`src/brute_force_knn_top_k_unit_macros.svh`:
```
// Assertion macros shared by the k-nearest-neighbour search block.
`ifndef BRUTE_FORCE_KNN_TOP_K_UNIT_MACROS_SVH
`define BRUTE_FORCE_KNN_TOP_K_UNIT_MACROS_SVH

`ifndef SYNTHESIS
`define BFKNN_ASSERT(lbl, clk, rst_n, prop, msg) \
  lbl: assert property (@(posedge clk) disable iff (!rst_n) prop) else $error(msg);
`define BFKNN_ASSERT_NORST(lbl, clk, prop, msg) \
  lbl: assert property (@(posedge clk) prop) else $error(msg);
`else
`define BFKNN_ASSERT(lbl, clk, rst_n, prop, msg)
`define BFKNN_ASSERT_NORST(lbl, clk, prop, msg)
`endif

`endif

```
`src/bfknn_pkg.sv`:
```
// Shared constants, types and register codes for the k-nearest-neighbour search block.
`timescale 1ns / 1ps
package bfknn_pkg;

  localparam int unsigned MAX_DIMENSION_DEF  = 128;
  localparam int unsigned MAX_NEIGHBOURS_DEF = 16;
  localparam int unsigned ID_WIDTH_DEF       = 20;

  localparam int unsigned VALUE_W    = 16;
  localparam int unsigned SQ_W       = 32;
  localparam int unsigned DIST_W     = 39;
  localparam int unsigned K_W        = 5;
  localparam int unsigned LEN_CFG_W  = 8;
  localparam int unsigned CFG_DATA_W = 8;
  localparam int unsigned CFG_IDX_W  = 1;

  localparam logic [K_W-1:0]       K_RESET   = 5'd10;
  localparam logic [LEN_CFG_W-1:0] LEN_RESET = 8'd128;

  typedef enum logic [CFG_IDX_W-1:0] {
    REG_NEIGHBOUR_COUNT = 1'b0,
    REG_VECTOR_LENGTH   = 1'b1
  } cfg_reg_e;

  typedef struct packed {
    logic vec_end;
    logic eos;
  } elem_flags_t;

endpackage

```
`src/bfknn_front.sv`:
```
// Input stage: query store, element and vector counters, query element read.
`timescale 1ns / 1ps
module bfknn_front import bfknn_pkg::*; #(
  parameter int unsigned MAX_DIMENSION = MAX_DIMENSION_DEF,
  parameter int unsigned ID_WIDTH      = ID_WIDTH_DEF
) (
  input  logic                 clk_i,
  input  logic                 rst_ni,
  input  logic [LEN_CFG_W-1:0] len_i,
  input  logic                 en_i,
  input  logic                 in_valid_i,
  input  logic                 kind_i,
  input  logic [VALUE_W-1:0]   element_value_i,
  input  logic                 end_of_set_i,
  output logic                 s1_valid_o,
  output elem_flags_t          s1_flags_o,
  output logic [VALUE_W-1:0]   s1_value_o,
  output logic [VALUE_W-1:0]   s1_query_o,
  output logic [ID_WIDTH-1:0]  s1_id_o
);

  localparam int unsigned IDX_W = (MAX_DIMENSION > 1) ? $clog2(MAX_DIMENSION) : 1;
  localparam int unsigned LEN_W = $clog2(MAX_DIMENSION + 1);
  localparam int unsigned CW    = (LEN_W > LEN_CFG_W) ? LEN_W : LEN_CFG_W;

  logic [VALUE_W-1:0]  qmem [MAX_DIMENSION];

  logic [IDX_W-1:0]    fill_q, fill_d;
  logic [IDX_W-1:0]    elem_q, elem_d;
  logic [ID_WIDTH-1:0] vcnt_q, vcnt_d;
  logic                s1_valid_q;
  elem_flags_t         s1_flags_q;
  logic [VALUE_W-1:0]  s1_value_q;
  logic [VALUE_W-1:0]  s1_query_q;
  logic [ID_WIDTH-1:0] s1_id_q;

  logic                accept;
  logic [CW-1:0]       len_ext;
  logic [CW-1:0]       len_w;
  logic [LEN_W-1:0]    len_eff;
  logic [IDX_W-1:0]    wr_addr;
  logic [LEN_W-1:0]    wr_next;
  logic [LEN_W-1:0]    elem_next;
  logic                vec_end;

  assign accept  = in_valid_i && en_i;
  assign len_ext = CW'(len_i);

  always_comb begin
    if (len_i == '0) begin
      len_w = CW'(1);
    end else if (len_ext > CW'(MAX_DIMENSION)) begin
      len_w = CW'(MAX_DIMENSION);
    end else begin
      len_w = len_ext;
    end
    len_eff = len_w[LEN_W-1:0];

    wr_addr = (LEN_W'(fill_q) >= len_eff) ? '0 : fill_q;
    wr_next = LEN_W'(wr_addr) + LEN_W'(1);
    fill_d  = (wr_next >= len_eff) ? '0 : wr_next[IDX_W-1:0];

    elem_next = LEN_W'(elem_q) + LEN_W'(1);
    vec_end   = (elem_next >= len_eff) || end_of_set_i;
    elem_d    = vec_end ? '0 : elem_next[IDX_W-1:0];
    if (end_of_set_i) begin
      vcnt_d = '0;
    end else if (vec_end) begin
      vcnt_d = vcnt_q + ID_WIDTH'(1);
    end else begin
      vcnt_d = vcnt_q;
    end
  end

  always_ff @(posedge clk_i or negedge rst_ni) begin
    if (!rst_ni) begin
      fill_q     <= '0;
      elem_q     <= '0;
      vcnt_q     <= '0;
      s1_valid_q <= 1'b0;
    end else begin
      if (en_i) begin
        s1_valid_q <= accept && kind_i;
      end
      if (accept && !kind_i) begin
        fill_q <= fill_d;
      end
      if (accept && kind_i) begin
        elem_q <= elem_d;
        vcnt_q <= vcnt_d;
      end
    end
  end

  always_ff @(posedge clk_i) begin
    if (accept && !kind_i) begin
      qmem[wr_addr] <= element_value_i;
    end
    if (accept && kind_i) begin
      s1_query_q <= qmem[elem_q];
      s1_value_q <= element_value_i;
      s1_flags_q <= '{vec_end: vec_end, eos: end_of_set_i};
      s1_id_q    <= vcnt_q;
    end
  end

  assign s1_valid_o = s1_valid_q;
  assign s1_flags_o = s1_flags_q;
  assign s1_value_o = s1_value_q;
  assign s1_query_o = s1_query_q;
  assign s1_id_o    = s1_id_q;

endmodule

```
`config.mk`:
```
export PLATFORM = sky130hd
export DESIGN_NAME = bfknn_front
export DESIGN_NICKNAME = d
export VERILOG_FILES = /design/src/brute_force_knn_top_k_unit_macros.svh /design/src/bfknn_pkg.sv /design/src/bfknn_front.sv
export SDC_FILE = /design/constraint.sdc
export NUM_CORES = 2
export LEC_CHECK = 0
export ABC_CLOCK_PERIOD_IN_PS = 11000
export BUFFER_PORTS_ARGS = -buffer_cell sky130_fd_sc_hd__buf_2
export CAP_MARGIN = 20
export CORE_AREA = 2 2 410 412
export CTS_CLUSTER_DIAMETER = 40
export CTS_CLUSTER_SIZE = 14
export DETAILED_ROUTE_END_ITERATION = 8
export DIE_AREA = 0 0 412 414
export GPL_ROUTABILITY_DRIVEN = 0
export PLACE_DENSITY = 0.65
export SLEW_MARGIN = 20
export SYNTH_ARGS = -nofsm -noshare
export SYNTH_HDL_FRONTEND = slang
export SYNTH_SLANG_ARGS = --single-unit
export TNS_END_PERCENT = 20
```
`constraint.sdc`:
```
create_clock -name clk_i -period 11 [get_ports clk_i]
set_clock_uncertainty 0.15 [all_clocks]
set_input_delay 0.55 -clock clk_i [delete_from_list [all_inputs] [get_ports clk_i]]
set_output_delay 0.55 -clock clk_i [all_outputs]
set_load 0.05 [all_outputs]
```
# After elaboration in Yosys (flattened, before gate mapping)
# Memory sizes are Yosys's and may differ from the RTL's. A register that Yosys moved wholly into a read port is not among the register bits.
# Cells that the tools add are included.
# word_totals
elab_cells	33
memories	1
out_inout_bits	55
romBits	0
reg_bits	73
latch_bits	0
ramBits	2048
# memory_table
memory	words	word_bits	rd	rd_clocked_by_memory_dff	wr	line_no	rtl
qmem	128	16	1	1	1	bfknn_front.sv:26	logic [VALUE_W-1:0] qmem [MAX_DIMENSION];
# classes
mux	9
n_eq_ne	0
reduce_logical	8
n_shift	0
mul	0
n_lt_le_gt_ge	4
bitwise_logic	0
div_mod_pow	0
add_sub_neg	3
# op_table
operator	n
$mux 20	2
$mux 7	3
$add 20x1->20 const B	1
$add 7x1->8 const B	2
$ge 8x8->1	2
$mux 8	2
$ge 7x8->1	1
$gt 8x8->1 const B	1
$logic_not 8->1	1
$logic_and 1x1->1	3
$mux 1	2
$reduce_and 2->1	1
$reduce_bool 2->1	1
$logic_not 1->1	1
$logic_or 1x1->1	1

# Depth between registers and ports, before layout
# logic_depth
ltp_word	8
ltp_mapped	23
depth_no_buf	21

# Worst setup path after synthesis
# No wires, ideal clock.
# synth_timing
kind	input to register
start	input len_i[1]
end	memory qmem[62][0] (enable)
stages	12
required_time_ns	10.420
arrival_time_ns	4.369
slack_ns	6.050
n_path_buf	2
path_cell_list	nor4_1 a21oi_1 nor2_1 ha_1 nand2b_1 a21oi_1 o21ai_0 a21o_1 or4_1 clkbuf_1 clkbuf_1 nor4_1
# synth_via
elab_chain_cells	5
# synth_lines
item	line_no	rtl
start: declaration	bfknn_front.sv:9	input logic [LEN_CFG_W-1:0] len_i,
$gt 8x8->1	bfknn_front.sv:52	end else if (len_ext > CW'(MAX_DIMENSION)) begin
$mux 8	bfknn_front.sv:52	
$mux 8 (*)	bfknn_front.sv:50	if (len_i == '0) begin
$ge 7x8->1 (*)	bfknn_front.sv:59	wr_addr = (LEN_W'(fill_q) >= len_eff) ? '0 : fill_q;
$mux 7 (*)	bfknn_front.sv:59	
end: declaration	bfknn_front.sv:26	
# Mark *: on every way between the ends. The rest lies on a longest branch, timed or not.

==> impl_metrics.yaml <==
floorplanning:
  rows: 150
  fp.dieH_um: 414
  die_x_um: 412
  num_io_pins: 85
  start_util_pct: 49.7
  dieArea_um2: 171000
  placeableCoreArea_um2: 166000
setup_path:
  cp-start-kind: "flip-flop"
  path_class: "flip-flop to flip-flop"
  arrival_ns: 5.87
  r2r-start: "elem_q[1]"
  reg2regPathDepth: 7
  cp.required_ns: 11.49
  r2r_setup_slack_ns: 5.62
  end_kind: "flip-flop"
  reg2reg_to: "s1_query_o[11]"
  critical_path.max_fanout: 141
logic_synthesis:
  syn-num-nets: 3499
  ys_types: 45
  ys_warn_count: 0
  yosysMostFrequentCell: "edfxtp_1"
  synthArstFlopShare_pct: 1.64
  synth.area.top_cells: "edfxtp_1, mux4_2, dfrtp_1, clkbuf_1, nor4_1"
  synth_top_cell_area_share_pct: 76.4
  synthFlopType: "edfxtp_1"
  synth_edf_count: 2102
  synth.yosys.seq_area_share_pct: 77.4
  synth_top_area_cell: "edfxtp_1"
  synthesis.area_um2: 82700
  synthCells: 3443
  synth_common_cells: "edfxtp_1, mux4_2, clkbuf_1"
  yosys_register_bits: 2137
  syn_area_per_cell_um2: 24.0
routing:
  drt_pass1_iterations: 5
  viasPerCell: 6.33
  wirelength_mm: 204
  wl_per_cell_um: 33.0
  ant_nets: 0
  drc: 0
  num_vias: 39100
  drtIter0Drc: 5221
sta:
  relSlewSlack_pct: 26.8
  setup_viol: 0
  worst_pin_slew_ns: 1.10
  timing.final.crit_share_pct: 48.9
  final_max_slew_viol_count: 0
  finalHoldViolCount: 0
  setup-tns-final_ns: 0
  timing.final.crit_period_ns: 5.38
  max_freq_mhz: 186
  rsz0062_at_grt: "false"
final_layout:
  fin_nets: 3839
  syn_to_final_growth_pct: 16.1
  final_core_util_pct: 57.7
  fillers: 11900
  drive_gt1_share_pct: 38.0
clock_network:
  post_cts_resized: 0
  cts_max_path_buffers: 4
  cts_setup_buffers: 0
  root_buffer: "clkbuf_16"
  path_clk_slew_ns: 0.06
  insertion_delay_ns: 0.88
  cts_sinks: 2137
  numCtsBuffers: 276
  cts_tree: "built"
  cts_max_level: 5
grt:
  grt_pass1_vias: 39300
  grt_pass1_wl_mm: 291
  grt_overflow_total: 0
  grt_max_degree: 142
  grt_use_total_pct: 24.2
  antenna_found_initial: 21
hold_path:
  hold_depth: 1
  whs_endpoint: "qmem[75][7]"
  hold_path_class: "primary input to flip-flop"
  min-delay-start: "element_value_i[7]"
power:
  power_density_nw_per_um2: 207
  p_leak_uw: 0.0294
  ir_worst_vdd_mv: 0.175
placement:
  port_buffers: 84
  post-dp-hpwl_mm: 115
job:
  max-cap-violations: 0
run_status:
  status: "complete, no violations"
[repair_timing]
action | 4_1_cts | 5_1_grt
endpoints found under the setup margin | 0 | 0
hold buffers | 11 | 0
hold endpoints to repair | 224 | 0
[cells by family after synthesis]
| kind of cell | Yosys count | share of synthesized area [%] |
|---|---|---|
| flops | 2137 | 77.4 |
| simple gates | 288 | 1.87 |
| compound gates | 82 | 0.607 |
| fa+ha+maj | 26 | 0.394 |
| xor+xnor | 8 | 0.0848 |
| buf+inv | 214 | 1.10 |
| mux | 688 | 18.5 |
[layer usage]
metal  global-route usage, %  share of wire, %
met5                       0             0.032
met4                    6.17               2.3
met3                    5.55               9.6
met2                    37.2                48
met1                    35.6                40
[sequential cells by signal, indices dropped and copies added (netlist names)]
signal	flops
elem_q	7
s1_valid_o	1
qmem	2048
s1_query_o	16
fill_q	7
s1_value_o	16
s1_flags_o	2
s1_id_o	20
vcnt_q	20
[power breakdown]
group / switching (uW) / internal (uW)
Clock: 3410 / 5310
Sequential: 77.1 / 8990
Combinational: 1140 / 961
Total: 4630 / 15300
[worst max-delay path by stage]
stage | start | to | slack (ns) | depth (start not counted)
floorplan | len_i[1] | qmem[62][0] | 6.05 | 12
global placement | len_i[1] | qmem[22][13] | 5.62 | 13
detailed placement | len_i[1] | qmem[22][13] | 5.67 | 13
CTS | elem_q[1] | s1_query_o[11] | 5.70 | 7
global route | elem_q[0] | s1_query_o[11] | 5.54 | 6
finish | elem_q[1] | s1_query_o[11] | 5.62 | 7
[stage by stage]
step	hold slack, ns	std cells	power [uW]	cell area, um^2	setup WS (ns)
floorplan	0.104	3443	10600	82700	6.05
global placement	0.308	5695	11300	86900	5.62
detailed placement	0.325	5696	11300	86900	5.67
CTS	0.00137	6167	20000	95900	5.70
global route	0.0441	6170	20500	96000	5.54
finish	0.0355	6178	19900	96000	5.62
[cell usage in the layout, fill, tap and decap left out, drive strengths merged, types with 8 or more instances in the layout]
cell / instances
nand3: 22
a21oi: 22
dfrtp: 35
clkbuf: 300
nand2: 43
nor3: 11
nor4: 54
mux2: 16
nand4: 10
o21ai: 26
dlygate4sd3: 11
nor2: 55
buf: 253
or3: 10
diode: 9
edfxtp: 2102
o31ai: 8
or4: 10
inv: 47
mux4: 672
clkinv: 83
nor2b: 49
clkinvlp: 19
bufinv: 23
ha: 26
nand2b: 10
[area by class of cell]
type / instances / area [um^2] / area share, %
antenna: 9 / 22.5 / 0.0235
clock buffer: 300 / 7200 / 7.50
clock inverter: 160 / 1720 / 1.79
inverter: 12 / 46.3 / 0.0482
multi-input combinational: 1092 / 18300 / 19.1
sequential: 2137 / 64000 / 66.7
tap: 2204 / 2760 / 2.87
timing repair buffer: 264 / 1920 / 2.00
[critical path, cell delays in order (launching register included)]
cell	delay, ns
dfrtp_4	0.76
buf_12	0.69
buf_4	0.70
buf_12	0.54
mux4_2	0.42
mux4_2	0.52
mux4_2	0.57
mux2_2	0.30
No activity file was read; power rests on OpenSTA's default activity.
