==> config.mk <==
export PLATFORM = sky130hd
export DESIGN_NAME = bfknn_dist
export DESIGN_NICKNAME = d
export VERILOG_FILES = /design/src/brute_force_knn_top_k_unit_macros.svh /design/src/bfknn_pkg.sv /design/src/bfknn_dist.sv
export SDC_FILE = /design/constraint.sdc
export NUM_CORES = 1
export LEC_CHECK = 0
export BUFFER_PORTS_ARGS = -buffer_cell sky130_fd_sc_hd__buf_2
export CAP_MARGIN = 25
export CORE_ASPECT_RATIO = 1.75
export CORE_MARGIN = 10
export CORE_UTILIZATION = 40
export CTS_CLUSTER_SIZE = 30
export DETAILED_ROUTE_END_ITERATION = 6
export GPL_ROUTABILITY_DRIVEN = 0
export PLACE_DENSITY_LB_ADDON = 0.05
export SLEW_MARGIN = 20
export SYNTH_ARGS = -nofsm -noshare
export SYNTH_HDL_FRONTEND = slang
export SYNTH_SLANG_ARGS = --single-unit
==> constraint.sdc <==
create_clock -name clk_i -period 9.4 [get_ports clk_i]
set_input_delay 1.88 -clock clk_i [delete_from_list [all_inputs] [get_ports clk_i]]
set_output_delay 1.88 -clock clk_i [all_outputs]
set_load 0.02 [all_outputs]
==> src/brute_force_knn_top_k_unit_macros.svh <==
// Assertion macros shared by the k-nearest-neighbour search block.
`ifndef BRUTE_FORCE_KNN_TOP_K_UNIT_MACROS_SVH
`define BRUTE_FORCE_KNN_TOP_K_UNIT_MACROS_SVH

`ifndef SYNTHESIS
`define BFKNN_ASSERT(lbl, clk, rst_n, prop, msg) \
  lbl: assert property (@(posedge clk) disable iff (!rst_n) prop) else $error(msg);
`define BFKNN_ASSERT_NORST(lbl, clk, prop, msg) \
  lbl: assert property (@(posedge clk) prop) else $error(msg);
`else
`define BFKNN_ASSERT(lbl, clk, rst_n, prop, msg)
`define BFKNN_ASSERT_NORST(lbl, clk, prop, msg)
`endif

`endif

==> src/bfknn_pkg.sv <==
// Shared constants, types and register codes for the k-nearest-neighbour search block.
`timescale 1ns / 1ps
package bfknn_pkg;

  localparam int unsigned MAX_DIMENSION_DEF  = 128;
  localparam int unsigned MAX_NEIGHBOURS_DEF = 16;
  localparam int unsigned ID_WIDTH_DEF       = 20;

  localparam int unsigned VALUE_W    = 16;
  localparam int unsigned SQ_W       = 32;
  localparam int unsigned DIST_W     = 39;
  localparam int unsigned K_W        = 5;
  localparam int unsigned LEN_CFG_W  = 8;
  localparam int unsigned CFG_DATA_W = 8;
  localparam int unsigned CFG_IDX_W  = 1;

  localparam logic [K_W-1:0]       K_RESET   = 5'd10;
  localparam logic [LEN_CFG_W-1:0] LEN_RESET = 8'd128;

  typedef enum logic [CFG_IDX_W-1:0] {
    REG_NEIGHBOUR_COUNT = 1'b0,
    REG_VECTOR_LENGTH   = 1'b1
  } cfg_reg_e;

  typedef struct packed {
    logic vec_end;
    logic eos;
  } elem_flags_t;

endpackage

==> src/bfknn_dist.sv <==
// Distance datapath: difference and square, then saturating accumulation per vector.
`timescale 1ns / 1ps
module bfknn_dist import bfknn_pkg::*; #(
  parameter int unsigned ID_WIDTH = ID_WIDTH_DEF
) (
  input  logic                clk_i,
  input  logic                rst_ni,
  input  logic                en_i,
  input  logic                s1_valid_i,
  input  elem_flags_t         s1_flags_i,
  input  logic [VALUE_W-1:0]  s1_value_i,
  input  logic [VALUE_W-1:0]  s1_query_i,
  input  logic [ID_WIDTH-1:0] s1_id_i,
  output logic                cand_valid_o,
  output elem_flags_t         cand_flags_o,
  output logic [ID_WIDTH-1:0] cand_id_o,
  output logic [DIST_W-1:0]   cand_dist_o
);

  logic                s2_valid_q;
  elem_flags_t         s2_flags_q;
  logic [SQ_W-1:0]     s2_sq_q;
  logic [ID_WIDTH-1:0] s2_id_q;

  logic [DIST_W-1:0]   acc_q, acc_d;
  logic                cand_valid_q;
  elem_flags_t         cand_flags_q;
  logic [ID_WIDTH-1:0] cand_id_q;
  logic [DIST_W-1:0]   cand_dist_q;

  logic signed [VALUE_W:0] diff;
  logic [VALUE_W:0]        neg;
  logic [VALUE_W-1:0]      mag;
  logic [SQ_W-1:0]         sq;
  logic [DIST_W:0]         sum;
  logic [DIST_W-1:0]       sat;

  always_comb begin
    diff = $signed({s1_value_i[VALUE_W-1], s1_value_i})
         - $signed({s1_query_i[VALUE_W-1], s1_query_i});
    neg  = -diff;
    mag  = diff[VALUE_W] ? neg[VALUE_W-1:0] : diff[VALUE_W-1:0];
    sq   = SQ_W'(mag) * SQ_W'(mag);

    sum  = {1'b0, acc_q} + (DIST_W + 1)'(s2_sq_q);
    sat  = sum[DIST_W] ? {DIST_W{1'b1}} : sum[DIST_W-1:0];
    acc_d = s2_flags_q.vec_end ? '0 : sat;
  end

  always_ff @(posedge clk_i or negedge rst_ni) begin
    if (!rst_ni) begin
      s2_valid_q   <= 1'b0;
      cand_valid_q <= 1'b0;
      acc_q        <= '0;
    end else if (en_i) begin
      s2_valid_q   <= s1_valid_i;
      cand_valid_q <= s2_valid_q && s2_flags_q.vec_end;
      if (s2_valid_q) begin
        acc_q <= acc_d;
      end
    end
  end

  always_ff @(posedge clk_i) begin
    if (en_i && s1_valid_i) begin
      s2_sq_q    <= sq;
      s2_flags_q <= s1_flags_i;
      s2_id_q    <= s1_id_i;
    end
    if (en_i && s2_valid_q && s2_flags_q.vec_end) begin
      cand_dist_q  <= sat;
      cand_flags_q <= s2_flags_q;
      cand_id_q    <= s2_id_q;
    end
  end

  assign cand_valid_o = cand_valid_q;
  assign cand_flags_o = cand_flags_q;
  assign cand_id_o    = cand_id_q;
  assign cand_dist_o  = cand_dist_q;

endmodule

After elaboration in Yosys (flattened, before gate mapping)
Cells that the tools add are included.
{ "word_totals": {"input_bits": 58, "ram_bits": 0, "ff_bits": 156, "mem_count": 0, "word_cells": 23, "output_inout_bits": 62, "latch_bits": 0, "mem_bits_ro": 0} }
{ "classes": {"div": 0, "mux": 3, "n_shift": 0, "n_addsub": 3, "n_eq_ne": 0, "magnitude_cmp": 0, "bitwise": 0, "n_mul": 1, "n_reduce_logical": 5} }
{ "op_table": {"columns": ["op", "n"], "rows": [
  ["2-to-1 mux 39 bit", 2],
  ["adder 39 x 32 -> 40 bit", 1],
  ["multiplier 16 x 16 -> 32 bit", 1],
  ["subtractor 16 x 16 -> 17 bit", 1],
  ["2-to-1 mux 16 bit", 1],
  ["negator 16 bit", 1],
  ["logical AND 1 bit", 4],
  ["AND reduction 2 bit", 1]
]} }

Longest topological paths before layout
{ "depth": {"depth_word": 4, "mapped_depth": 39, "depth_no_buf": 37} }

Worst setup path after synthesis
No wires, ideal clock.
{ "synth_path": {"kind": "in2reg", "from": "in s1_value_i[0]", "to": "reg s2_sq_q[31], data pin", "n_path_buf": 0, "required_ns": 9.132, "slack_ns": -0.639, "t_arrival_ns": 9.771, "path_stages": 32, "setup_ns": 0.268, "cell_sequence": "inv_1 ha_1 fa_1 nand2b_1 a21oi_1 o31ai_2 a211o_1 a211oi_1 nor4b_2 a311oi_1 nand4bb_4 nand2b_1 fa_1 inv_1 fa_1 fa_1 fa_1 fa_1 inv_1 fa_1 inv_1 ha_1 o21a_1 o21ai_0 o311ai_0 o21ai_0 a21oi_1 o211ai_1 nor2b_1 o21ai_0 a31oi_1 xnor3_1"} }
{ "synth_between": {"elab_chain_len": 4} }
{ "synth_rtl": {"columns": ["element", "line_no", "source"], "rows": [
  ["from (decl)", "bfknn_dist.sv:11", "input logic [VALUE_W-1:0] s1_value_i,"],
  ["subtractor 16 x 16 -> 17 bit (*)", "bfknn_dist.sv:40", "- $signed({s1_query_i[VALUE_W-1], s1_query_i});"],
  ["negator 16 bit", "bfknn_dist.sv:41", "neg = -diff;"],
  ["2-to-1 mux 16 bit (*)", "bfknn_dist.sv:42", "mag = diff[VALUE_W] ? neg[VALUE_W-1:0] : diff[VALUE_W-1:0];"],
  ["multiplier 16 x 16 -> 32 bit (*)", "bfknn_dist.sv:43", "sq = SQ_W'(mag) * SQ_W'(mag);"],
  ["named net sq[31]", "bfknn_dist.sv:34", "logic [SQ_W-1:0] sq;"],
  ["to (signal assigned)", "bfknn_dist.sv:66", "s2_sq_q <= sq;"],
  ["to (decl)", "bfknn_dist.sv:22", "logic [SQ_W-1:0] s2_sq_q;"]
]} }
The timed path passes the listed nets; every way through them passes the cells marked *.
A chain may end at the register's enable or synchronous reset.

Worst setup path in the final report
{ "layout_path": {"from": "in s1_value_i[0]", "to": "reg s2_sq_q[30], data pin"} }
Same word-level chain as after synthesis.

==> out/qor.csv <==
stage,metric,value,unit
global_routing,grt_pass1_wl,70.07,mm
synth,ys_ff_latch,155,
synth,synth.area.mux_share,0.3623,%
synth,yosysSeqAreaShare,28.63,%
timing,relSlewSlack,49.38,%
synth,synthFlopType,edfxtp_1,
synth,synth_area,15540,µm²
final_layout,fillerInstances,3499,
final_layout,drive_gt1_share,32.83,%
timing,setup_tns,-0.7473,ns
min_path,hold_path_class,register to register,
final_layout,regArea,4449,µm²
synth,yosysWarningCount,0,
final_layout,design_area,20650,µm²
critical_path,cp.arrival,9.88,ns
synth,synth_area_leaders,"edfxtp_1 (22%), fa_1 (21%), ha_1 (12%), dfrtp_1 (6.6%), inv_1 (6.3%)",
global_routing,grt_max_degree,54,
critical_path,crit_fanout,4,
critical_path,path_class,input port to register,
flow_run,maxCapViolCount,0,
timing,worst_slew_pin_slew,0.7593,ns
synth,synthSimpleGateAreaFrac,11.94,%
timing,fin_crit,9.621,ns
final_layout,synthToLayoutAreaGrowth,32.84,%
synth,ys_types,80,
synth,synth.avg_cell_area,10.01,µm²
floorplan,design.core.area,38390,µm²
run_status,violations,negative setup slack,
final_layout,utilization,53.78,%
floorplan,rows,95,
critical_path,cp-end-kind,register,
critical_path,critPathMaxStageDelay,0.54,ns
synth,yosys.area_share.adder,32.93,%
place,postPlaceCellArea,19080,µm²
global_routing,grt_usage,18.54,%
critical_path,slowest_stage,fa_1,
critical_path,start_kind,input port,
final_layout,multi_input_area,10900,µm²
floorplan,die-area,47450,µm²
detailed_routing,viasPerCell,5.051,
global_routing,antenna_found_initial,0,
clocking,clockBufferDepth,2,
floorplan,die_width,169.0,µm
synth,yosys.area.top_type,edfxtp_1,
clocking,cts_tree,built,
clocking,clock_sink_count,155,
synth,yosys.area_share.xor_xnor,4.701,%
timing,max_freq,0.1039,GHz
timing,final-setup-viol-count,5,
floorplan,die_h,280.8,µm
synth,synth_enable_flop_cells,114,
global_routing,grt_pass1_vias,13760,
detailed_routing,vias,12450,
synth,syn_nets,1921,
detailed_routing,drt-total-wl,43.55,mm
run_status,status,"complete, but fails checks",
global_routing,grt-ovfl-total,0,
synth,syn_inst,1553,
timing,post-route-period-util,102.3,%
clocking,clkTransAtPathRegs,0.07,ns
timing,clock_skew,0.01240,ns
clocking,htree_num_levels,4,
critical_path,worstPathRequired,9.66,ns
synth,synth_top_family_by_area,adder cells,
detailed_routing,initialDrtViolationCount,369,
timing,drv_slew,0,
timing,rsz0062_at_grt,yes,
clocking,ctsRootBufferMaster,clkbuf_16,
place,portBuffers,119,
timing,hold_viol_final,0,
detailed_routing,wl_per_cell,17.67,µm
final_layout,fin_nets,2335,
synth,synthArstFlopShare,26.45,%
synth,synth_top_area_share,22.03,%
timing,worst_slack,-0.2208,ns
clocking,cts_hold_buf,0,
clocking,clk_latency,0.44,ns
synth,synth_compound_area_share,13.87,%
detailed_routing,drc,0,
detailed_routing,ant_nets,0,
clocking,cts_buffers,17,
final_layout,num_antenna_cells,0,
floorplan,start_util,40.48,%
detailed_routing,drtPass1Iterations,4,
floorplan,io-pin-count,120,
place,hpwl,36.47,mm
critical_path,r2r_slack,5.43,ns
critical_path,crit_top_cell,fa_1,
metrics by stage:
stage	hold slack, ns	std cells	setup WS [ns]
after floorplan	0.4003	1553	-0.003522
after global placement	0.4024	2383	-0.8308
final	0.4175	2465	-0.2208
after CTS	0.4162	2443	-0.1893
after global routing	0.4264	2465	-0.5471
after detailed placement	0.4057	2384	-0.9232
logic make-up after synthesis:
family | count (synthesis)
AOI/OAI and AO/OA | 308
xor gates and xnor gates | 78
adders and majority gates | 310
buffers and inverters | 309
DFF | 155
muxes | 5
and+or+nand+nor | 388
repair_timing:
action                     in CTS  in global routing
gates cloned                    0                  0
resized for setup              70                 66
setup buffers                  27                 23
pin swaps                      35                 31
setup endpoints to repair       8                 16
cell type report:
type | count | share of cell area [%]
clock inverter | 15 | 0.7272
timing repair buffer | 433 | 14.95
inverter | 271 | 5.000
sequential | 155 | 21.55
tap | 485 | 2.939
multi-input combinational | 1089 | 52.77
clock buffer | 17 | 2.060
flip-flops by register name (all words and copies together) (netlist names):
register      cells
cand_dist_o      39
s2_flags_q        2
s2_valid_q        1
cand_valid_o      1
s2_id_q          20
acc_q            39
s2_sq_q          31
cand_id_o        20
cand_flags_o      2
placed cells by master (no fill, tap or decap), drive strengths merged, types with 54 or more instances in the layout:
master and instances:
ha 145, nand2 127, a21oi 83, fa 165, o21ai 56, nor2 115, xnor2 54, edfxtp 114
inv 281, buf 433
final timing paths:
check                               from               to  cells after the start
setup / recovery           s1_value_i[0]      s2_sq_q[30]                     39
min in group asynchronous         rst_ni        acc_q[29]                      1
hold / removal                s2_id_q[8]     cand_id_o[8]                      0
hold reg to reg               s2_id_q[8]     cand_id_o[8]                      0
setup reg to reg                acc_q[2]  cand_dist_o[38]                     12
max in group asynchronous         rst_ni        acc_q[11]                      2
metal layers:
| metal | up-vias | part of all wire (%) | global-route usage (%) |
|---|---|---|---|
| met5 | - | 0 | 0 |
| met4 | 0 | 4.5 | 8.013 |
| met3 | 77 | 2.9 | 2.154 |
| met2 | 212 | 60 | 38.90 |
| met1 | 6103 | 33 | 16.77 |
| li1 | 6058 | - | - |
Yosys cell counts, types with 9 or more instances:
| cell | instances |
|---|---|
| edfxtp_1 | 114 |
| a211oi_1 | 9 |
| a21oi_1 | 79 |
| buf_2 | 14 |
| o21bai_1 | 16 |
| dfrtp_1 | 41 |
| nand2_1 | 127 |
| o21ai_0 | 51 |
| inv_1 | 259 |
| nand3_1 | 19 |
| nor2b_1 | 15 |
| clkbuf_1 | 24 |
| a22o_1 | 29 |
| fa_1 | 165 |
| a21o_1 | 36 |
| o211ai_1 | 10 |
| xor2_1 | 21 |
| ha_1 | 145 |
| nor2_1 | 113 |
| nor3_1 | 17 |
| xnor2_1 | 53 |
| a31oi_1 | 9 |
| nand2b_1 | 26 |
| inv_2 | 12 |
| and3_1 | 13 |
worst max-delay path, delay by kind of cell:
kind | cells | cell delay, ns
simple gates | 4 | 1.04
compound gates | 14 | 2.20
fa+ha+maj | 9 | 3.30
xor+xnor | 2 | 0.35
buf+inv | 10 | 1.08
Power is not shown: default switching activity piles up to over one toggle a cycle in this logic, so the estimate is an artifact.
