<file path="src/brute_force_knn_top_k_unit_macros.svh">
// Assertion macros shared by the k-nearest-neighbour search block.
`ifndef BRUTE_FORCE_KNN_TOP_K_UNIT_MACROS_SVH
`define BRUTE_FORCE_KNN_TOP_K_UNIT_MACROS_SVH

`ifndef SYNTHESIS
`define BFKNN_ASSERT(lbl, clk, rst_n, prop, msg) \
  lbl: assert property (@(posedge clk) disable iff (!rst_n) prop) else $error(msg);
`define BFKNN_ASSERT_NORST(lbl, clk, prop, msg) \
  lbl: assert property (@(posedge clk) prop) else $error(msg);
`else
`define BFKNN_ASSERT(lbl, clk, rst_n, prop, msg)
`define BFKNN_ASSERT_NORST(lbl, clk, prop, msg)
`endif

`endif

</file>
<file path="src/bfknn_pkg.sv">
// Shared constants, types and register codes for the k-nearest-neighbour search block.
`timescale 1ns / 1ps
package bfknn_pkg;

  localparam int unsigned MAX_DIMENSION_DEF  = 128;
  localparam int unsigned MAX_NEIGHBOURS_DEF = 16;
  localparam int unsigned ID_WIDTH_DEF       = 20;

  localparam int unsigned VALUE_W    = 16;
  localparam int unsigned SQ_W       = 32;
  localparam int unsigned DIST_W     = 39;
  localparam int unsigned K_W        = 5;
  localparam int unsigned LEN_CFG_W  = 8;
  localparam int unsigned CFG_DATA_W = 8;
  localparam int unsigned CFG_IDX_W  = 1;

  localparam logic [K_W-1:0]       K_RESET   = 5'd10;
  localparam logic [LEN_CFG_W-1:0] LEN_RESET = 8'd128;

  typedef enum logic [CFG_IDX_W-1:0] {
    REG_NEIGHBOUR_COUNT = 1'b0,
    REG_VECTOR_LENGTH   = 1'b1
  } cfg_reg_e;

  typedef struct packed {
    logic vec_end;
    logic eos;
  } elem_flags_t;

endpackage

</file>
<file path="src/bfknn_topk.sv">
// Sorted top-k list with parallel-compare insert and the result shift buffer.
`timescale 1ns / 1ps
`include "brute_force_knn_top_k_unit_macros.svh"
module bfknn_topk import bfknn_pkg::*; #(
  parameter int unsigned MAX_NEIGHBOURS = MAX_NEIGHBOURS_DEF,
  parameter int unsigned ID_WIDTH       = ID_WIDTH_DEF
) (
  input  logic                clk_i,
  input  logic                rst_ni,
  input  logic [K_W-1:0]      k_i,
  input  logic                cand_valid_i,
  input  elem_flags_t         cand_flags_i,
  input  logic [ID_WIDTH-1:0] cand_id_i,
  input  logic [DIST_W-1:0]   cand_dist_i,
  output logic                en_o,
  output logic                out_valid_o,
  input  logic                out_stall_i,
  output logic [ID_WIDTH-1:0] vector_id_o,
  output logic [DIST_W-1:0]   squared_distance_o,
  output logic                last_result_o
);

  localparam int unsigned FILL_W = $clog2(MAX_NEIGHBOURS + 1);
  localparam int unsigned CW     = (FILL_W > K_W) ? FILL_W : K_W;

  logic [ID_WIDTH-1:0] ids_q  [MAX_NEIGHBOURS];
  logic [DIST_W-1:0]   dist_q [MAX_NEIGHBOURS];
  logic [ID_WIDTH-1:0] ids_n  [MAX_NEIGHBOURS];
  logic [DIST_W-1:0]   dist_n [MAX_NEIGHBOURS];
  logic [ID_WIDTH-1:0] buf_ids_q  [MAX_NEIGHBOURS];
  logic [DIST_W-1:0]   buf_dist_q [MAX_NEIGHBOURS];

  logic [FILL_W-1:0]   fill_q;
  logic [FILL_W-1:0]   out_cnt_q;
  logic [FILL_W-1:0]   fill_c, fill_n, cap;
  logic [CW-1:0]       k_ext, cap_w;
  logic [MAX_NEIGHBOURS-1:0] le;
  logic                en, insert, out_take;

  assign en       = !(cand_valid_i && cand_flags_i.eos && (out_cnt_q != '0));
  assign insert   = cand_valid_i && en;
  assign out_take = (out_cnt_q != '0) && !out_stall_i;
  assign k_ext    = CW'(k_i);

  always_comb begin
    if (k_i == '0) begin
      cap_w = CW'(1);
    end else if (k_ext > CW'(MAX_NEIGHBOURS)) begin
      cap_w = CW'(MAX_NEIGHBOURS);
    end else begin
      cap_w = k_ext;
    end
    cap    = cap_w[FILL_W-1:0];
    fill_c = (fill_q > cap) ? cap : fill_q;
    fill_n = (fill_c < cap) ? fill_c + FILL_W'(1) : fill_c;

    for (int i = 0; i < MAX_NEIGHBOURS; i++) begin
      le[i] = (FILL_W'(i) < fill_c) && (dist_q[i] <= cand_dist_i);
    end

    // entries ahead of the new one stay, the rest move down by one
    ids_n[0]  = le[0] ? ids_q[0]  : cand_id_i;
    dist_n[0] = le[0] ? dist_q[0] : cand_dist_i;
    for (int i = 1; i < MAX_NEIGHBOURS; i++) begin
      if (le[i]) begin
        ids_n[i]  = ids_q[i];
        dist_n[i] = dist_q[i];
      end else if (le[i-1]) begin
        ids_n[i]  = cand_id_i;
        dist_n[i] = cand_dist_i;
      end else begin
        ids_n[i]  = ids_q[i-1];
        dist_n[i] = dist_q[i-1];
      end
    end
  end

  always_ff @(posedge clk_i or negedge rst_ni) begin
    if (!rst_ni) begin
      fill_q    <= '0;
      out_cnt_q <= '0;
    end else begin
      if (insert) begin
        fill_q <= cand_flags_i.eos ? '0 : fill_n;
      end
      if (insert && cand_flags_i.eos) begin
        out_cnt_q <= fill_n;
      end else if (out_take) begin
        out_cnt_q <= out_cnt_q - FILL_W'(1);
      end
    end
  end

  always_ff @(posedge clk_i) begin
    if (insert) begin
      ids_q  <= ids_n;
      dist_q <= dist_n;
    end
    if (insert && cand_flags_i.eos) begin
      buf_ids_q  <= ids_n;
      buf_dist_q <= dist_n;
    end else if (out_take) begin
      for (int i = 0; i < MAX_NEIGHBOURS - 1; i++) begin
        buf_ids_q[i]  <= buf_ids_q[i+1];
        buf_dist_q[i] <= buf_dist_q[i+1];
      end
    end
  end

  assign en_o               = en;
  assign out_valid_o        = (out_cnt_q != '0);
  assign vector_id_o        = buf_ids_q[0];
  assign squared_distance_o = buf_dist_q[0];
  assign last_result_o      = (out_cnt_q == FILL_W'(1));

  `BFKNN_ASSERT(a_cnt_max, clk_i, rst_ni, out_cnt_q <= FILL_W'(MAX_NEIGHBOURS), "result count overrun")
  `BFKNN_ASSERT(a_hold_busy, clk_i, rst_ni, !en |-> out_cnt_q != '0, "hold without pending results")
  `BFKNN_ASSERT(a_last_empty, clk_i, rst_ni, out_take && last_result_o |=> out_cnt_q == '0, "results after last")
  `BFKNN_ASSERT(a_ins_fill, clk_i, rst_ni, insert && !cand_flags_i.eos |=> fill_q != '0, "insert lost")
  `BFKNN_ASSERT_NORST(a_rst_empty, clk_i, !rst_ni |=> out_cnt_q == '0, "results during reset")

endmodule

</file>
<file path="config.mk">
export PLATFORM = sky130hd
export DESIGN_NAME = bfknn_topk
export DESIGN_NICKNAME = d
export VERILOG_FILES = /design/src/bfknn_pkg.sv /design/src/bfknn_topk.sv
export VERILOG_INCLUDE_DIRS = /design/src /design/src/src
export SDC_FILE = /design/constraint.sdc
export NUM_CORES = 2
export LEC_CHECK = 0
export BUFFER_PORTS_ARGS = -buffer_cell sky130_fd_sc_hd__buf_2
export CORE_MARGIN = 1
export CORE_UTILIZATION = 47
export CTS_CLUSTER_SIZE = 28
export DETAILED_ROUTE_END_ITERATION = 16
export GPL_TIMING_DRIVEN = 0
export HOLD_SLACK_MARGIN = 0.02
export PLACE_DENSITY_LB_ADDON = 0.3
export SKIP_CTS_REPAIR_TIMING = 1
export SLEW_MARGIN = 30
export SYNTH_ARGS = -nofsm -noshare
export SYNTH_HDL_FRONTEND = slang
export SYNTH_SLANG_ARGS = --single-unit
</file>
<file path="constraint.sdc">
create_clock -name clk_i -period 88.2 [get_ports clk_i]
set_input_delay 8.82 -clock clk_i [delete_from_list [all_inputs] [get_ports clk_i]]
set_output_delay 8.82 -clock clk_i [all_outputs]
set_load 0.02 [all_outputs]
</file>
**After elaboration in Yosys (flattened, before gate mapping)**

Cells that the tools add are included.

- Bits in registers: 1898
- Bits of input ports: 70
- Output and inout bits: 62
- Logic and storage cells: 203

- Add/sub/neg operators: 2
- Order comparisons: 35
- Equal/unequal tests: 1
- Muxes and demuxes: 73
- Reductions and logical operators: 26

Operators with widths:

| kind | number |
|---|---|
| two-way mux 39 bit | 31 |
| two-way mux 585 bit | 2 |
| <= comparator 39 bit | 16 |
| two-way mux 20 bit | 31 |
| two-way mux 300 bit | 2 |
| less-than comparator 4 x 5 -> 1 bit, first input constant | 8 |
| two-way mux 5 bit | 7 |
| logical AND 1 bit | 21 |
| less-than comparator 3 x 5 -> 1 bit, first input constant | 4 |
| less-than comparator 1 x 5 -> 1 bit, first input constant | 2 |
| less-than comparator 2 x 5 -> 1 bit, first input constant | 2 |
| adder 5 x 1 -> 5 bit, second input constant | 1 |
| equality test 5 x 1 -> 1 bit, second input constant | 1 |
| greater-than comparator 5 bit | 1 |
| greater-than comparator 5 bit, second input constant | 1 |
| logical NOT 5 bit | 1 |
| less-than comparator 5 bit | 1 |
| nonzero test 5 bit | 1 |
| subtractor 5 x 1 -> 5 bit, second input constant | 1 |
| logical NOT 1 bit | 2 |
| nonzero test 2 bit | 1 |

**Logic depth before layout (Yosys ltp)**

- Word-level depth: 10
- Mapped depth: 18
- Mapped depth without buffers: 17

**Least setup slack after synthesis**

No wires, ideal clock.

- Path type: input to register
- From: input out_stall_i
- To: register out_cnt_q[2]
- Setup time: 0.101 ns
- Data arrival time: 74.391 ns
- Required time: 88.099 ns
- Slack: 13.708 ns
- Stages: 4
- Path buffers: 0
- Path through: o21ai_0 > nand2_1 > xor2_1 > a21oi_1

- Cells in the longest elaborated chain, start to end: 3

RTL lines:

| element | line | RTL |
|---|---|---|
| start: declaration | bfknn_topk.sv:17 | `input logic out_stall_i,` |
| logical NOT 1 bit | bfknn_topk.sv:42 | `assign out_take = (out_cnt_q != '0) && !out_stall_i;` |
| logical AND 1 bit | bfknn_topk.sv:42 |  |
| nonzero test 2 bit (no line) | - |  |
| end signal: assignment | bfknn_topk.sv:87 | `out_cnt_q <= fill_n;` |
| end signal: assignment | bfknn_topk.sv:89 | `out_cnt_q <= out_cnt_q - FILL_W'(1);` |
| end: declaration | bfknn_topk.sv:34 | `logic [FILL_W-1:0] out_cnt_q;` |

No other way between the ends.
A chain may end at the register's enable or synchronous reset.

**Worst setup path in the final report**

- From: input cand_valid_i
- To: output en_o

- Cells in the longest elaborated chain, start to end: 3

RTL lines:

| element | line | RTL |
|---|---|---|
| start: declaration | bfknn_topk.sv:11 | `input logic cand_valid_i,` |
| logical AND 1 bit (2 in a row) | bfknn_topk.sv:40 | `assign en = !(cand_valid_i && cand_flags_i.eos && (out_cnt_q != '0));` |
| logical NOT 1 bit | bfknn_topk.sv:40 |  |
| end: declaration | bfknn_topk.sv:15 | `output logic en_o,` |

No other way between the ends.

==> results.md <==
* Antenna violations before repair at 56
* Worst EP required at just under 80 ns
* Endpoints failing hold at 0
* Cell total after placement at 12600
* Period utilisation layout at around a fifth
* Count of antenna-violating nets left after detailed routing at 0
* CP max stage cell: buf_2
* Main combinational cell family by area after synthesis: compound AO/OA/AOI/OAI gates
* Synthesized instance count at 9436
* Total gr overflow at 0
* Dpl hpwl at about 320 mm
* Fin crit period at 17.99 ns
* Tot GR Track Use at 36.5%
* DRT iter0 DRCs at 11700
* Drt wl/cell at 32.2 microns
* Nature of the critical path endpoint: output pin
* Area growth from synthesis to layout at 13.2%
* Synth Area in Simple Gates at around 12%
* Post-synth EDFFs at 1888
* Critical Path AT at 9.17 ns
* Gpl congestion at ~1.0
* Clock buffer depth at 3
* Final setup fails at 0
* Yosys warning count at 0
* Yosys cell types at between 80 and 90
* Cell depth of the worst setup path at 3
* Synth Area in Adders at under 10%
* Row count at approximately 170
* Vias in the first global route at slightly above 80000
* Clock Latency Late Sink at 0.92 ns
* Post-Syn Nets at 10100
* FF+latch count, synth at 1898
* Pwr/cell area at 46.6 nW/um^2
* Ys flop type: edfxtp_1
* Most common cell on crit path: buf_2
* Ratio of cells with drive above 1 in the final layout at between 10% and 20%
* Post-synthesis compound-gate area fraction at 12.3%
* Actual slew at the worst max-slew pin at ~1.2 ns
* Worst setup path class: primary input to output pin
* Skew final at 0.0911 ns
* IO Count at 132
* CTS H-Tree Depth at 4
* Root buf cell: clkbuf_16
* Worst r2r path cells at 11
* Worst path top cell family by delay: buffers and inverters
* Status: completed
* Fill cells at 19200
* TritonCTS clock tree: yes
* Dpl cell area at 113000 sq um
* Clk slew on worst S/H paths at 0.06 ns
* Slowest stage delay, CP at 0.16 ns
* Residual DRC at 0
* CTS Buf Count at 210
* Crit path cell chain: buf_2 > nand3_1 > buf_2
* PortBufs at 130
* Worst setup SP type: primary input
* Syn avg cell area at 11.2 sq um
* Chip height at 476 microns
* Clk sinks at 1898
* Register area share after synthesis at 53.9%
* Design area at 119000 sq um
* Slew headroom at 22.2%
* Cell Area, Synth at about 110000 sq um
* Maximum VDD drop at between 30 and 40 uV
* Worst hold path class: flop to flop
* P_leak at 46.5 nW
* Hold depth at 2
* Hold slack at 0.465 ns
* Total Routed Length at 420 mm
* Die width at 476 microns
* Critical path peak fanout at 4
* Non-filler cells, final at 13100
* Die area at approximately 230000 sq um
* Nets at 10600
* Post-synthesis xor/xnor area fraction at 0.0415%
* Mux share of post-synthesis cell area at 10.6%
* Worst path buffer plus inverter count at 2
* RSZ-0062 raised after global routing: no
* Largest net degree at the start of global routing at 85
* Max Cap Viol at 0
* Core area at 223000 sq um
* Via/cell ratio at roughly 6.5
* Asr flop ratio synth at 0.527%
* Starting density of the core at 47.4%
* Fin Setup TNS at 0 ns
* DRT Pass-1 Iters at 6
* Vias at 85400
* Slew Viols, Final at 0
* Finished Core Util at between 50% and 60%
* First-pass GRT wire length at 590 mm
* F_max at ~56 MHz
==> area by class of cell <==
class / count / area, sq um / area share (%)
sequential: 1898 / 56900 / 47.7
antenna: 34 / 85.1 / 0.0712
timing repair buffer: 225 / 3080 / 2.58
clock inverter: 133 / 1310 / 1.09
inverter: 84 / 323 / 0.270
buffer: 701 / 3400 / 2.85
clock buffer: 250 / 5410 / 4.52
multi-input combinational: 6753 / 45200 / 37.8
tap: 2975 / 3720 / 3.12
==> cell usage after synthesis (all sizes together) (5+ instances only) <==
library cell / count / area, sq um
edfxtp: 1888 / 56700
nand2: 1233 / 4630
nor2: 985 / 3700
a21oi: 912 / 4580
ha: 636 / 7960
mux2: 586 / 6960
mux2i: 424 / 4240
o21ai: 369 / 1850
clkbuf: 362 / 1360
nand3: 360 / 1800
buf: 339 / 1960
o211ai: 290 / 2180
and3: 192 / 1200
a2bb2oi: 140 / 1230
o31ai: 127 / 953
a31oi: 101 / 769
inv: 84 / 315
nand4: 83 / 519
a21o: 48 / 360
nor3: 42 / 210
a211oi: 33 / 258
a221oi: 27 / 254
and4: 24 / 210
nor4: 18 / 119
nand3b: 12 / 90.1
and2: 11 / 68.8
dfrtp: 10 / 250
o22ai: 8 / 70.1
a2111oi: 7 / 67.6
a211o: 7 / 61.3
o21bai: 7 / 52.6
a221o: 6 / 60.1
o21a: 5 / 37.5
or2: 5 / 33.8
or4: 5 / 37.5
==> registers in the layout (all words and copies together), names as in the netlist <==
signal and cells:
dist_q 624, buf_dist_q 585, ids_q 320, buf_ids_q 300, squared_distance_o 39, vector_id_o 20
fill_q 5, out_cnt_q 5
==> final timing paths <==
kind	start	endpoint	slack (ns)
setup / recovery	cand_valid_i	en_o	70.21
hold / removal	buf_dist_q[278]$_DFFE_PP_	buf_dist_q[317]$_DFFE_PP_	0.47
setup reg to reg	dist_q[248]$_DFFE_PP_	buf_dist_q[237]$_DFFE_PP_	81.55
hold reg to reg	buf_dist_q[278]$_DFFE_PP_	buf_dist_q[317]$_DFFE_PP_	0.47
max in group asynchronous	rst_ni	fill_q[0]$_DFFE_PN0P_	80.21
min in group asynchronous	rst_ni	out_cnt_q[4]$_DFFE_PN0P_	7.75
==> cells by family (layout without fill, tap and decap cells) <==
group | after synthesis | in the layout
simple gates | 2990 | 2990
flops | 1898 | 1898
compound gates | 2112 | 2112
xor+xnor | 5 | 5
other cells | 0 | 34
fa+ha+maj | 636 | 636
buf+inv | 785 | 1393
mux | 1010 | 1010
==> layer usage <==
metal	track usage [%]	routed length, microns	part of all wire (%)
met3	11.4	50500	12
met1	44.2	151000	36
met2	54.3	182000	43
met4	27.6	35500	8.4
met5	0	473	0.11
==> power by group <==
| part | internal, mW | total, mW | switching, mW |
|---|---|---|---|
| Clock | 0.488 | 0.890 | 0.401 |
| Sequential | 1.56 | 1.79 | 0.227 |
| Combinational | 0.945 | 2.89 | 1.95 |
| Total | 2.99 | 5.57 | 2.58 |
==> cells in the final DEF (no fill, tap or decap), types with 17 or more instances in the layout <==
master / Yosys / routed
buf_4: 97 / 99
o21ai_0: 285 / 279
nor3_1: 42 / 34
clkbuf_2: 0 / 54
inv_1: 82 / 57
o31ai_1: 127 / 122
a31oi_2: 22 / 22
a21o_1: 48 / 48
ha_1: 636 / 636
a221oi_1: 26 / 26
mux2_2: 484 / 484
and4_1: 24 / 24
nand4_1: 83 / 83
bufinv_16: 0 / 17
nand2_1: 1232 / 1229
buf_1: 33 / 27
inv_2: 2 / 25
buf_2: 199 / 336
clkinv_2: 0 / 38
mux2i_1: 424 / 423
o211ai_1: 289 / 289
clkinv_1: 0 / 55
buf_16: 0 / 82
a211oi_1: 31 / 31
mux2_4: 96 / 96
o21ai_1: 82 / 86
and3_1: 192 / 192
nor2_1: 984 / 983
a31oi_1: 79 / 79
clkbuf_1: 362 / 346
diode_2: 0 / 34
a21oi_1: 910 / 909
edfxtp_1: 1888 / 1888
a2bb2oi_1: 140 / 140
nand3_1: 360 / 360
clkbuf_16: 0 / 210
==> stage by stage <==
step / setup slack (ns) / power, mW
after floorplan: 13.71 / 3.69
after global placement: -26.88 / 4.84
after detailed placement: 70.21 / 4.55
after CTS: 70.21 / 5.44
after global routing: 70.19 / 5.76
final: 70.21 / 5.57
==> worst reg2reg max path: cells and delay by family, from the launching register on <==
| kind | cells | cell delay, ns |
|---|---|---|
| AND/OR/NAND/NOR | 6 | 3.64 |
| adder cells (fa/ha/maj) | 1 | 0.36 |
| AO/OA/AOI/OAI | 2 | 0.37 |
| buffers and inverters | 2 | 1.45 |
| flip-flops | 1 | 0.47 |
(Power assumes the default switching activity.)
